===== config.mk =====
export PLATFORM = sky130hd
export DESIGN_NAME = codon_usage_counter
export DESIGN_NICKNAME = d
export VERILOG_FILES = /design/src/hdl/cuc_pkg.sv /design/src/hdl/cuc_decode.sv /design/src/hdl/cuc_count_bank.sv /design/src/hdl/codon_usage_counter.sv
export SDC_FILE = /design/constraint.sdc
export NUM_CORES = 2
export LEC_CHECK = 0
export BUFFER_PORTS_ARGS = -buffer_cell sky130_fd_sc_hd__buf_2
export CAP_MARGIN = 0
export CORE_ASPECT_RATIO = 1.25
export CORE_MARGIN = 2
export CORE_UTILIZATION = 35
export DETAILED_ROUTE_END_ITERATION = 12
export GPL_TIMING_DRIVEN = 0
export HOLD_SLACK_MARGIN = 0.12
export PLACE_DENSITY = 0.52
export SKIP_LAST_GASP = 1
export SLEW_MARGIN = 20
export SYNTH_ARGS = -nofsm -noshare
export SYNTH_HDL_FRONTEND = slang
export SYNTH_HIERARCHICAL = 1
export SYNTH_SLANG_ARGS = --single-unit

===== constraint.sdc =====
create_clock -name clk -period 14.6 [get_ports clk]
set_input_delay 2.92 -clock clk [delete_from_list [all_inputs] [get_ports clk]]
set_output_delay 2.92 -clock clk [all_outputs]
set_load 0.005 [all_outputs]

===== src/hdl/cuc_pkg.sv =====
// Shared types, constants and codon lookup tables for the codon usage counter.
`timescale 1ns / 1ps
package cuc_pkg;

  localparam int CODON_COUNT        = 64;
  localparam int AMINO_COUNT        = 22;
  localparam int COUNT_WIDTH_DEF    = 32;
  localparam int POSITION_WIDTH_DEF = 24;
  localparam int OUT_COUNT_WIDTH    = 32;
  localparam int OUT_POS_WIDTH      = 24;

  typedef enum logic [1:0] {
    OP_COUNT      = 2'd0,
    OP_READ_CODON = 2'd1,
    OP_READ_AMINO = 2'd2,
    OP_CLEAR      = 2'd3
  } op_t;

  typedef enum logic [1:0] {
    BASE_A = 2'd0,
    BASE_C = 2'd1,
    BASE_G = 2'd2,
    BASE_T = 2'd3
  } base_t;

  typedef struct packed {
    op_t        operation;
    logic [7:0] first_base;
    logic [7:0] second_base;
    logic [7:0] third_base;
    logic       start_of_sequence;
    logic [5:0] table_index;
  } in_item_t;

  typedef struct packed {
    logic                       codon_recognized;
    logic [5:0]                 codon_index;
    logic [4:0]                 amino_acid_index;
    logic [OUT_POS_WIDTH-1:0]   position;
    logic [OUT_COUNT_WIDTH-1:0] count_value;
    logic                       index_valid;
  } out_item_t;

  typedef struct packed {
    logic       recognized;
    logic [5:0] codon_index;
    logic [4:0] amino_index;
  } codon_info_t;

  typedef struct packed {
    logic rd_en;
    logic upd_en;
    logic clr_en;
  } bank_ctl_t;

  // Reference index of each codon, addressed by {first, second, third} base codes.
  localparam logic [5:0] CODON_REF [0:63] = '{
    6'd21, 6'd30, 6'd22, 6'd31,  6'd48, 6'd49, 6'd50, 6'd51,
    6'd38, 6'd59, 6'd39, 6'd60,  6'd18, 6'd19, 6'd29, 6'd20,
    6'd36, 6'd16, 6'd37, 6'd17,  6'd32, 6'd33, 6'd34, 6'd35,
    6'd40, 6'd41, 6'd42, 6'd43,  6'd23, 6'd24, 6'd25, 6'd26,
    6'd8,  6'd6,  6'd9,  6'd7,   6'd0,  6'd1,  6'd2,  6'd3,
    6'd12, 6'd13, 6'd14, 6'd15,  6'd52, 6'd53, 6'd54, 6'd55,
    6'd61, 6'd57, 6'd62, 6'd58,  6'd44, 6'd45, 6'd46, 6'd47,
    6'd63, 6'd4,  6'd56, 6'd5,   6'd27, 6'd10, 6'd28, 6'd11
  };

  // Amino-acid index of each codon in reference order; serine pair AGC/AGT
  // is its own index, stops share the last one.
  localparam logic [4:0] AMINO_OF [0:63] = '{
    5'd0,  5'd0,  5'd0,  5'd0,  5'd1,  5'd1,  5'd2,  5'd2,  5'd3,  5'd3,
    5'd4,  5'd4,  5'd5,  5'd5,  5'd5,  5'd5,  5'd6,  5'd6,  5'd7,  5'd7,
    5'd7,  5'd8,  5'd8,  5'd9,  5'd9,  5'd9,  5'd9,  5'd9,  5'd9,  5'd10,
    5'd11, 5'd11, 5'd12, 5'd12, 5'd12, 5'd12, 5'd13, 5'd13, 5'd14, 5'd14,
    5'd14, 5'd14, 5'd14, 5'd14, 5'd15, 5'd15, 5'd15, 5'd15, 5'd16, 5'd16,
    5'd16, 5'd16, 5'd17, 5'd17, 5'd17, 5'd17, 5'd18, 5'd19, 5'd19, 5'd20,
    5'd20, 5'd21, 5'd21, 5'd21
  };

  function automatic logic [7:0] fold_upper(input logic [7:0] c);
    logic [7:0] r;
    r = c;
    if (c >= 8'h61 && c <= 8'h7A) begin
      r = c - 8'h20;
    end
    return r;
  endfunction

endpackage


===== src/hdl/cuc_decode.sv =====
// Codon decoder: case folding, base check and table lookup.
`timescale 1ns / 1ps
module cuc_decode (
  input  logic [7:0]          first_base,
  input  logic [7:0]          second_base,
  input  logic [7:0]          third_base,
  output cuc_pkg::codon_info_t info
);
  import cuc_pkg::*;

  logic [7:0] up [0:2];
  base_t      code [0:2];
  logic [2:0] ok;
  logic [5:0] key;
  logic [5:0] ref_idx;

  always_comb begin
    up[0] = fold_upper(first_base);
    up[1] = fold_upper(second_base);
    up[2] = fold_upper(third_base);
    for (int i = 0; i < 3; i++) begin
      ok[i]   = 1'b1;
      code[i] = BASE_A;
      case (up[i])
        8'h41:   code[i] = BASE_A;
        8'h43:   code[i] = BASE_C;
        8'h47:   code[i] = BASE_G;
        8'h54:   code[i] = BASE_T;
        default: ok[i]   = 1'b0;
      endcase
    end
    key     = {code[0], code[1], code[2]};
    ref_idx = CODON_REF[key];
    // drop the indices of anything that is not a clean codon
    info.recognized  = &ok;
    info.codon_index = (&ok) ? ref_idx : 6'd0;
    info.amino_index = (&ok) ? AMINO_OF[ref_idx] : 5'd0;
  end

endmodule


===== src/hdl/cuc_count_bank.sv =====
// Counter memory with valid bits, last-write forwarding and saturating update.
`timescale 1ns / 1ps
module cuc_count_bank #(
  parameter int DEPTH = cuc_pkg::CODON_COUNT,
  parameter int WIDTH = cuc_pkg::COUNT_WIDTH_DEF
) (
  input  logic                     clk,
  input  logic                     rst_n,
  input  cuc_pkg::bank_ctl_t       ctl,
  input  logic [$clog2(DEPTH)-1:0] rd_addr,
  output logic [WIDTH-1:0]         rd_data
);
  import cuc_pkg::*;

  localparam int AW = $clog2(DEPTH);

  logic [WIDTH-1:0] mem [0:DEPTH-1];
  logic [DEPTH-1:0] vld_r, vld_nxt;
  logic [AW-1:0]    addr_r;
  logic [WIDTH-1:0] raw_r;
  logic             raw_vld_r;
  logic             fwd_wr_r, fwd_clr_r;
  logic [AW-1:0]    fwd_addr_r;
  logic [WIDTH-1:0] fwd_data_r;
  logic [WIDTH-1:0] inc;

  // read port registered; write back the incremented entry
  always_ff @(posedge clk) begin
    if (ctl.upd_en) begin
      mem[addr_r] <= inc;
    end
    if (ctl.rd_en) begin
      raw_r     <= mem[rd_addr];
      raw_vld_r <= vld_r[rd_addr];
      addr_r    <= rd_addr;
    end
    if (ctl.upd_en) begin
      fwd_addr_r <= addr_r;
      fwd_data_r <= inc;
    end
  end

  always_comb begin
    vld_nxt = vld_r;
    if (ctl.clr_en) begin
      vld_nxt = '0;
    end else if (ctl.upd_en) begin
      vld_nxt[addr_r] = 1'b1;
    end
  end

  always_ff @(posedge clk) begin
    if (!rst_n) begin
      vld_r     <= '0;
      fwd_wr_r  <= 1'b0;
      fwd_clr_r <= 1'b0;
    end else begin
      vld_r <= vld_nxt;
      if (ctl.clr_en) begin
        fwd_wr_r  <= 1'b0;
        fwd_clr_r <= 1'b1;
      end else if (ctl.upd_en) begin
        fwd_wr_r  <= 1'b1;
        fwd_clr_r <= 1'b0;
      end
    end
  end

  // the last write or clear may not have reached the read data yet
  always_comb begin
    if (fwd_clr_r) begin
      rd_data = '0;
    end else if (fwd_wr_r && fwd_addr_r == addr_r) begin
      rd_data = fwd_data_r;
    end else if (raw_vld_r) begin
      rd_data = raw_r;
    end else begin
      rd_data = '0;
    end
    inc = (&rd_data) ? rd_data : rd_data + WIDTH'(1);
  end

endmodule


===== src/hdl/codon_usage_counter.sv =====
// Top level of the codon usage counter: input decode, counter pipeline, output register.
`timescale 1ns / 1ps
// Codon usage counter. Each input transfer carries one operation: count a codon
// (three raw characters, folded to upper case), read a codon counter, read an
// amino-acid counter, or clear all counters and the position. Every transfer
// returns exactly one result transfer, in order. Throughput is one item per
// clock while the output does not stall. A result passes through stage 1 and
// the output register before it is offered. Codon and amino-acid counts live
// in two synchronous memories (64 and 22 entries). They are read when an item
// is accepted and written back as the item leaves stage 1, which waits while
// the output stalls. The single write in flight is forwarded to the next item
// so back-to-back counts of the same codon add up. Per-entry valid bits let
// clear and reset take effect with no clearing pass. Counters saturate at
// 2^COUNT_WIDTH-1 and positions at 2^POSITION_WIDTH-1; reads return the low 32
// bits of a counter. An unrecognized codon still takes a position but changes
// no counter. in_stall rises only while a result sits in the output register
// and out_stall holds it.
module codon_usage_counter #(
  parameter int COUNT_WIDTH    = cuc_pkg::COUNT_WIDTH_DEF,
  parameter int POSITION_WIDTH = cuc_pkg::POSITION_WIDTH_DEF
) (
  input  logic               clk,
  input  logic               rst_n,
  input  logic               in_valid,
  output logic               in_stall,
  input  cuc_pkg::in_item_t  in_data,
  output logic               out_valid,
  input  logic               out_stall,
  output cuc_pkg::out_item_t out_data
);
  import cuc_pkg::*;

  localparam int CAW = $clog2(CODON_COUNT);
  localparam int AAW = $clog2(AMINO_COUNT);

  codon_info_t               dec;
  logic                      in_acc;
  logic                      s1_adv;
  logic [POSITION_WIDTH-1:0] pos_cur;
  logic [POSITION_WIDTH-1:0] next_pos_r;
  logic                      idx_ok;
  logic [CAW-1:0]            codon_addr;
  logic [AAW-1:0]            amino_addr;
  bank_ctl_t                 codon_ctl, amino_ctl;
  logic [COUNT_WIDTH-1:0]    codon_cnt, amino_cnt;
  logic [63:0]               cnt_ext;
  logic [31:0]               pos_ext;

  // stage 1: item whose counters are being read and updated
  logic                      s1_v_r;
  op_t                       s1_op_r;
  logic                      s1_recog_r;
  logic [5:0]                s1_cidx_r;
  logic [4:0]                s1_aidx_r;
  logic [POSITION_WIDTH-1:0] s1_pos_r;
  logic                      s1_idx_ok_r;

  // output register
  logic                      out_v_r;
  out_item_t                 out_r, out_nxt;

  cuc_decode u_decode (
    .first_base  (in_data.first_base),
    .second_base (in_data.second_base),
    .third_base  (in_data.third_base),
    .info        (dec)
  );

  // Advance stage 1 whenever the output register is free or being emptied.
  assign s1_adv   = s1_v_r && (!out_v_r || !out_stall);
  assign in_stall = s1_v_r && out_v_r && out_stall;
  assign in_acc   = in_valid && !in_stall;

  // Position of this codon; a new sequence restarts numbering at zero.
  assign pos_cur = in_data.start_of_sequence ? '0 : next_pos_r;
  assign idx_ok  = in_data.table_index < 6'(AMINO_COUNT);

  // Read addresses: counting uses the decoded indices, reads use table_index.
  always_comb begin
    codon_addr = dec.codon_index;
    amino_addr = dec.amino_index;
    if (in_data.operation == OP_READ_CODON) begin
      codon_addr = in_data.table_index;
    end
    if (in_data.operation == OP_READ_AMINO) begin
      amino_addr = idx_ok ? in_data.table_index[AAW-1:0] : '0;
    end
  end

  // Writes and clears happen as the item leaves stage 1, so they stay in order.
  always_comb begin
    codon_ctl.rd_en  = in_acc;
    codon_ctl.upd_en = s1_adv && s1_op_r == OP_COUNT && s1_recog_r;
    codon_ctl.clr_en = s1_adv && s1_op_r == OP_CLEAR;
    amino_ctl        = codon_ctl;
  end

  cuc_count_bank #(
    .DEPTH (CODON_COUNT),
    .WIDTH (COUNT_WIDTH)
  ) u_codon_bank (
    .clk     (clk),
    .rst_n   (rst_n),
    .ctl     (codon_ctl),
    .rd_addr (codon_addr),
    .rd_data (codon_cnt)
  );

  cuc_count_bank #(
    .DEPTH (AMINO_COUNT),
    .WIDTH (COUNT_WIDTH)
  ) u_amino_bank (
    .clk     (clk),
    .rst_n   (rst_n),
    .ctl     (amino_ctl),
    .rd_addr (amino_addr),
    .rd_data (amino_cnt)
  );

  // Position counter: advance on every count, saturate, zero on clear.
  always_ff @(posedge clk) begin
    if (!rst_n) begin
      next_pos_r <= '0;
    end else if (in_acc) begin
      if (in_data.operation == OP_COUNT) begin
        next_pos_r <= (&pos_cur) ? pos_cur : pos_cur + POSITION_WIDTH'(1);
      end else if (in_data.operation == OP_CLEAR) begin
        next_pos_r <= '0;
      end
    end
  end

  // Stage 1 payload; fields the operation does not use are zeroed here.
  always_ff @(posedge clk) begin
    if (in_acc) begin
      s1_op_r     <= in_data.operation;
      s1_idx_ok_r <= idx_ok;
      if (in_data.operation == OP_COUNT) begin
        s1_recog_r <= dec.recognized;
        s1_cidx_r  <= dec.codon_index;
        s1_aidx_r  <= dec.amino_index;
        s1_pos_r   <= pos_cur;
      end else begin
        s1_recog_r <= 1'b0;
        s1_cidx_r  <= '0;
        s1_aidx_r  <= '0;
        s1_pos_r   <= '0;
      end
    end
  end

  always_ff @(posedge clk) begin
    if (!rst_n) begin
      s1_v_r  <= 1'b0;
      out_v_r <= 1'b0;
    end else begin
      if (in_acc) begin
        s1_v_r <= 1'b1;
      end else if (s1_adv) begin
        s1_v_r <= 1'b0;
      end
      if (s1_adv) begin
        out_v_r <= 1'b1;
      end else if (!out_stall) begin
        out_v_r <= 1'b0;
      end
    end
  end

  // Build the result from stage 1 and the corrected counter values.
  always_comb begin
    cnt_ext = '0;
    case (s1_op_r)
      OP_READ_CODON: cnt_ext = 64'(codon_cnt);
      OP_READ_AMINO: cnt_ext = s1_idx_ok_r ? 64'(amino_cnt) : 64'd0;
      default:       cnt_ext = '0;
    endcase
    pos_ext                  = 32'(s1_pos_r);
    out_nxt.codon_recognized = s1_recog_r;
    out_nxt.codon_index      = s1_cidx_r;
    out_nxt.amino_acid_index = s1_aidx_r;
    out_nxt.position         = pos_ext[OUT_POS_WIDTH-1:0];
    out_nxt.count_value      = cnt_ext[OUT_COUNT_WIDTH-1:0];
    out_nxt.index_valid      = !(s1_op_r == OP_READ_AMINO && !s1_idx_ok_r);
  end

  // Hold the result while the consumer stalls.
  always_ff @(posedge clk) begin
    if (s1_adv) begin
      out_r <= out_nxt;
    end
  end

  assign out_valid = out_v_r;
  assign out_data  = out_r;

endmodule

==> Implementation_results.wiki <==
{| class="wikitable"
! Metric !! Value
|-
| Status || completed
|-
| Initial antenna violation count || 30
|-
| Fin. max-slew vios || 0
|-
| Starting DRC count in detailed routing || between 6,000 and 7,000
|-
| Post-route clock skew || between 0.08 and 0.09 ns
|-
| Main synth FF type || edfxtp_1
|-
| TritonCTS clock tree || done
|-
| Pin slew with the least headroom to its limit || about 1.2 ns
|-
| Global-route wire length before repair || 535,000 µm
|-
| Synth async-reset ratio || 0
|-
| Tightest Hold Check Type || reg -> reg
|-
| WHS Endpoint || out_data[51]$_DFFE_PP_
|-
| Max-cap violation count || 0
|-
| Area Growth Syn to Fin || 20.0%
|-
| Synth Net Count || 6,005
|-
| CP Data Arrival Time || 10.89 ns
|-
| Share of the synthesized area in the top cell type || 0.731
|-
| Count of flip-flops with a built-in enable after synthesis || 3,012
|-
| Hold buffer count at cts || 0
|-
| Clock-pin slew of the registers on the worst-case setup and hold paths || ~0.06 ns
|-
| Peak VDD IR || 0.0914 mV
|-
| Reg-to-reg critical path endpoint || u_codon_bank/mem[37][26]$_DFFE_PP_
|-
| Proportion of power drawn by flip-flops and latches || 0.530
|-
| Proportion of layout cells with a drive suffix above 1 || 0.295
|-
| Pre-Repair DR Iteration Count || 9
|-
| Via count of the first global-routing pass || 66,163
|-
| Unique cell type count in the Yosys netlist || 118
|-
| Highest net fanout along the worst path || 10
|-
| Final critical-path share of the clock period || 0.710
|-
| Worst hold path stage count || 0
|-
| Fmax || 0.0964 GHz
|-
| Hold Startpoint || s1_pos_r[18]$_SDFFCE_PN0P_
|-
| Internal power contribution || 14.7 mW
|-
| Die span in x || between 500 and 600 µm
|-
| Layout Utilization || 0.421
|-
| Setup crit end kind || flip-flop
|-
| Pin count of the biggest net entering global routing || 66
|-
| Antenna-violating nets left || 0
|-
| Non-Filler Instances || 11,628
|-
| Total half-perimeter wirelength after legalization and detailed placement || about 280,000 µm
|-
| Total vias in the final route || 64,413
|-
| GRT Total Usage || 0.215
|-
| Switching share of power || 0.215
|-
| Clk network pwr share || 0.425
|-
| Worst reg-to-reg setup slack || 7.66 ns
|-
| Die Area || 359,000 µm²
|-
| Sequential area share after synthesis || 0.749
|-
| Critical Path RT || 15.12 ns
|-
| Total instance count after detailed placement || approximately 11,000
|-
| Series of cell instances along the critical path || buf_2 -> inv_1 -> ha_1 -> o21ai_1 -> nor4b_4 -> nand2_2 -> ha_1 -> o221ai_1 -> o21ai_0 -> o21ai_0 -> o21ai_0 -> nor2_1 -> mux2_2 -> clkbuf_1 -> buf_2 -> clkbuf_1 -> clkbuf_1 -> mux4_2 -> mux4_2 -> a22oi_1 -> nand2_1
|-
| Core Box Area || 353,000 µm²
|-
| Leakage component of the power || 46.0 nW
|-
| Number of setup violations in the final report || 0
|-
| Row cnt || 244
|-
| Pre-CTS setup slack || about 3.3 ns
|-
| Net switching power || 4.02 mW
|-
| Total DRC errors in the routed layout || 0
|-
| Final hold violation count || 0
|-
| Unrepaired setup endpoints after global routing || no
|-
| Layout Cell Area excl Fill || 149,000 µm²
|-
| Bufs on Longest Clock Path || 4
|-
| Critical path launch point type || input pin
|-
| Vert. Die Dim || 669 µm
|-
| WL/cell || 33.4 µm
|-
| Largest area contributor in the synthesized netlist || edfxtp_1
|-
| Nets || around 6,700
|-
| Reg-to-Reg Start || u_codon_bank/addr_r[4]$_DFFE_PP_
|-
| Post-CTS setup buffers || 0
|-
| Via-per-instance ratio || 5.54
|-
| Worst rel slew slack || 0.195
|-
| Count of buffers from port buffering || 107
|-
| Total Routed Length || 388,000 µm
|-
| Fraction of power consumed by combinational cells || 0.046
|-
| Synthesized netlist cell count || 5,944
|-
| PwrDens || around 130 nW/µm²
|-
| Routability Congestion || between 0.8 and 0.9
|-
| Clk sink count || 3,128
|-
| Initial Util || 0.351
|-
| CTS root buffer || clkbuf_16
|-
| Num ports || approximately 110
|-
| Overflow left after global routing || 0
|-
| Total Negative Setup Slacks || 0 ns
|-
| Number of flip-flops and latches in the synthesized netlist || 3,128
|-
| Synthesized area divided by synthesized cell count || 20.8 µm²
|-
| Critical path buffer and inverter count || 6
|-
| Clock insertion delay at the later pin of the skew report || 0.91 ns
|-
| Startpoint-to-endpoint class of the critical path || in -> reg
|-
| Shortest clock period the worst path allows after layout || 10.37 ns
|-
| Number of buffers created by CTS || 312
|-
| Post-layout worst setup margin || 4.23 ns
|-
| Post-CTS resize count || 0
|-
| Slowest library cell on the worst path || clkbuf_1
|-
| Count of H-tree levels built during CTS || 5
|-
| Number of warnings printed during yosys synthesis || 6
|-
| Area of the mapped netlist || 124,000 µm²
|-
| Number of cells on the worst reg-to-reg path || 18
|-
| Kind of cell with the highest combined delay on the critical path || buffers and inverters
|-
| Post-placement cell area || 138,000 µm²
|-
| Most area-consuming cells after synthesis || edfxtp_1 73%, mux4_2 16%, dfxtp_1 1.9%
|-
| Peak per-stage delay on the critical path || ~0.84 ns
|}
## flip-flops by register name, summed over array words and instances, names as in the netlist, 6 cells and up
name                     cells
u_codon_bank/fwd_data_r     32
s1_pos_r                    24
u_amino_bank/mem           704
next_pos_r                  24
u_codon_bank/vld_r          64
u_codon_bank/fwd_addr_r      6
s1_cidx_r                    6
u_amino_bank/raw_r          32
u_amino_bank/vld_r          22
u_codon_bank/raw_r          32
out_data                    69
u_amino_bank/fwd_data_r     32
u_codon_bank/addr_r          6
u_codon_bank/mem          2048
## power groups by stage
stage / registers [mW] / clock network (mW) / logic [mW]
6_report: 9.90 / 7.94 / 0.851
5_1_grt: 9.90 / 8.43 / 0.891
4_1_cts: 9.90 / 8.11 / 0.860
3_5_place_dp: 10.1 / 0 / 0.858
3_3_place_gp: 10.1 / 0 / 0.742
2_1_floorplan: 10.1 / 0 / 0.409
## final cells by class
cell class | count | area [µm²]
sequential | 3128 | 92800
antenna | 22 | 55.1
multi-input combinational | 2399 | 30800
timing repair buffer | 429 | 7340
tap | 4674 | 5850
buffer | 328 | 1420
fill | 30509 | 204000
clock buffer | 397 | 8450
inverter | 89 | 344
clock inverter | 162 | 1500
## per-layer routing
| metal | global-route usage | vias to the layer above | wire length (µm) |
|---|---|---|---|
| li1 | - | 26415 | - |
| met4 | 0.117 | 8 | 23400 |
| met2 | 0.382 | 2266 | 204000 |
| met5 | 0 | - | 47 |
| met3 | 0.0339 | 672 | 21200 |
| met1 | 0.248 | 35052 | 140000 |
## cell usage after synthesis (52+ instances only)
| cell type | instances |
|---|---|
| edfxtp_1 | 3012 |
| mux4_2 | 858 |
| clkbuf_1 | 226 |
| nand2_1 | 189 |
| nor2_1 | 145 |
| nand3_1 | 128 |
| dfxtp_1 | 116 |
| a21oi_1 | 96 |
| o21a_1 | 96 |
| inv_1 | 84 |
| o21ai_0 | 82 |
| a22oi_1 | 81 |
| nor2b_1 | 63 |
| buf_1 | 59 |
| and2_1 | 55 |
| o211ai_1 | 53 |
| mux2i_1 | 52 |
## logic make-up (layout without fill, tap and decap cells)
logic type,after synthesis,in the layout,share of synthesized area
xor+xnor,74,74,0.00523
mux,928,928,0.162
flops,3128,3128,0.749
buf+inv,417,1405,0.0137
simple gates,821,821,0.0359
other cells,0,22,0
fa+ha+maj,24,24,0.00243
compound gates,552,552,0.0314
## per-stage QoR
step | hold WS, ns | total power [mW]
detailed placement | 0.405 | 11.0
CTS | 0.417 | 18.9
floorplan | 0.400 | 10.5
global placement | 0.405 | 10.9
finish | 0.416 | 18.7
global route | 0.427 | 19.2
## layout by cell type, fill, tap and decap left out, types with 33 or more instances in the layout
cell          n
clkbuf_16   323
nor2_4       85
o21a_1       96
edfxtp_1   3012
clkinv_1     60
nand3_1     128
nor2_1       62
nand2_1     189
dfxtp_1     116
buf_2       157
mux4_2      858
and2_1       55
o21ai_0      77
a21oi_1      94
buf_16      166
a22oi_1      81
clkinv_2     44
inv_1        84
clkbuf_2     43
buf_6        63
clkbuf_1    262
mux2i_1      52
nor2b_1      63
o211ai_1     53
nor3_1       34
buf_12       57
nand4_1      33
## worst max path at each step
stage                start                                  to  depth (start not counted)  slack [ns]
3_3_place_gp     out_stall  u_codon_bank/mem[48][15]$_DFFE_PP_                          7       -9.40
2_1_floorplan    out_stall   u_codon_bank/mem[40][0]$_DFFE_PP_                          6        0.71
6_report       in_data[12]    u_codon_bank/raw_r[18]$_DFFE_PP_                         21        4.23
3_5_place_dp   in_data[12]    u_codon_bank/raw_r[18]$_DFFE_PP_                         21        3.29
5_1_grt        in_data[12]    u_codon_bank/raw_r[13]$_DFFE_PP_                         21        3.86
4_1_cts        in_data[12]    u_codon_bank/raw_r[18]$_DFFE_PP_                         21        4.22
No activity file was read; power rests on OpenSTA's default activity.
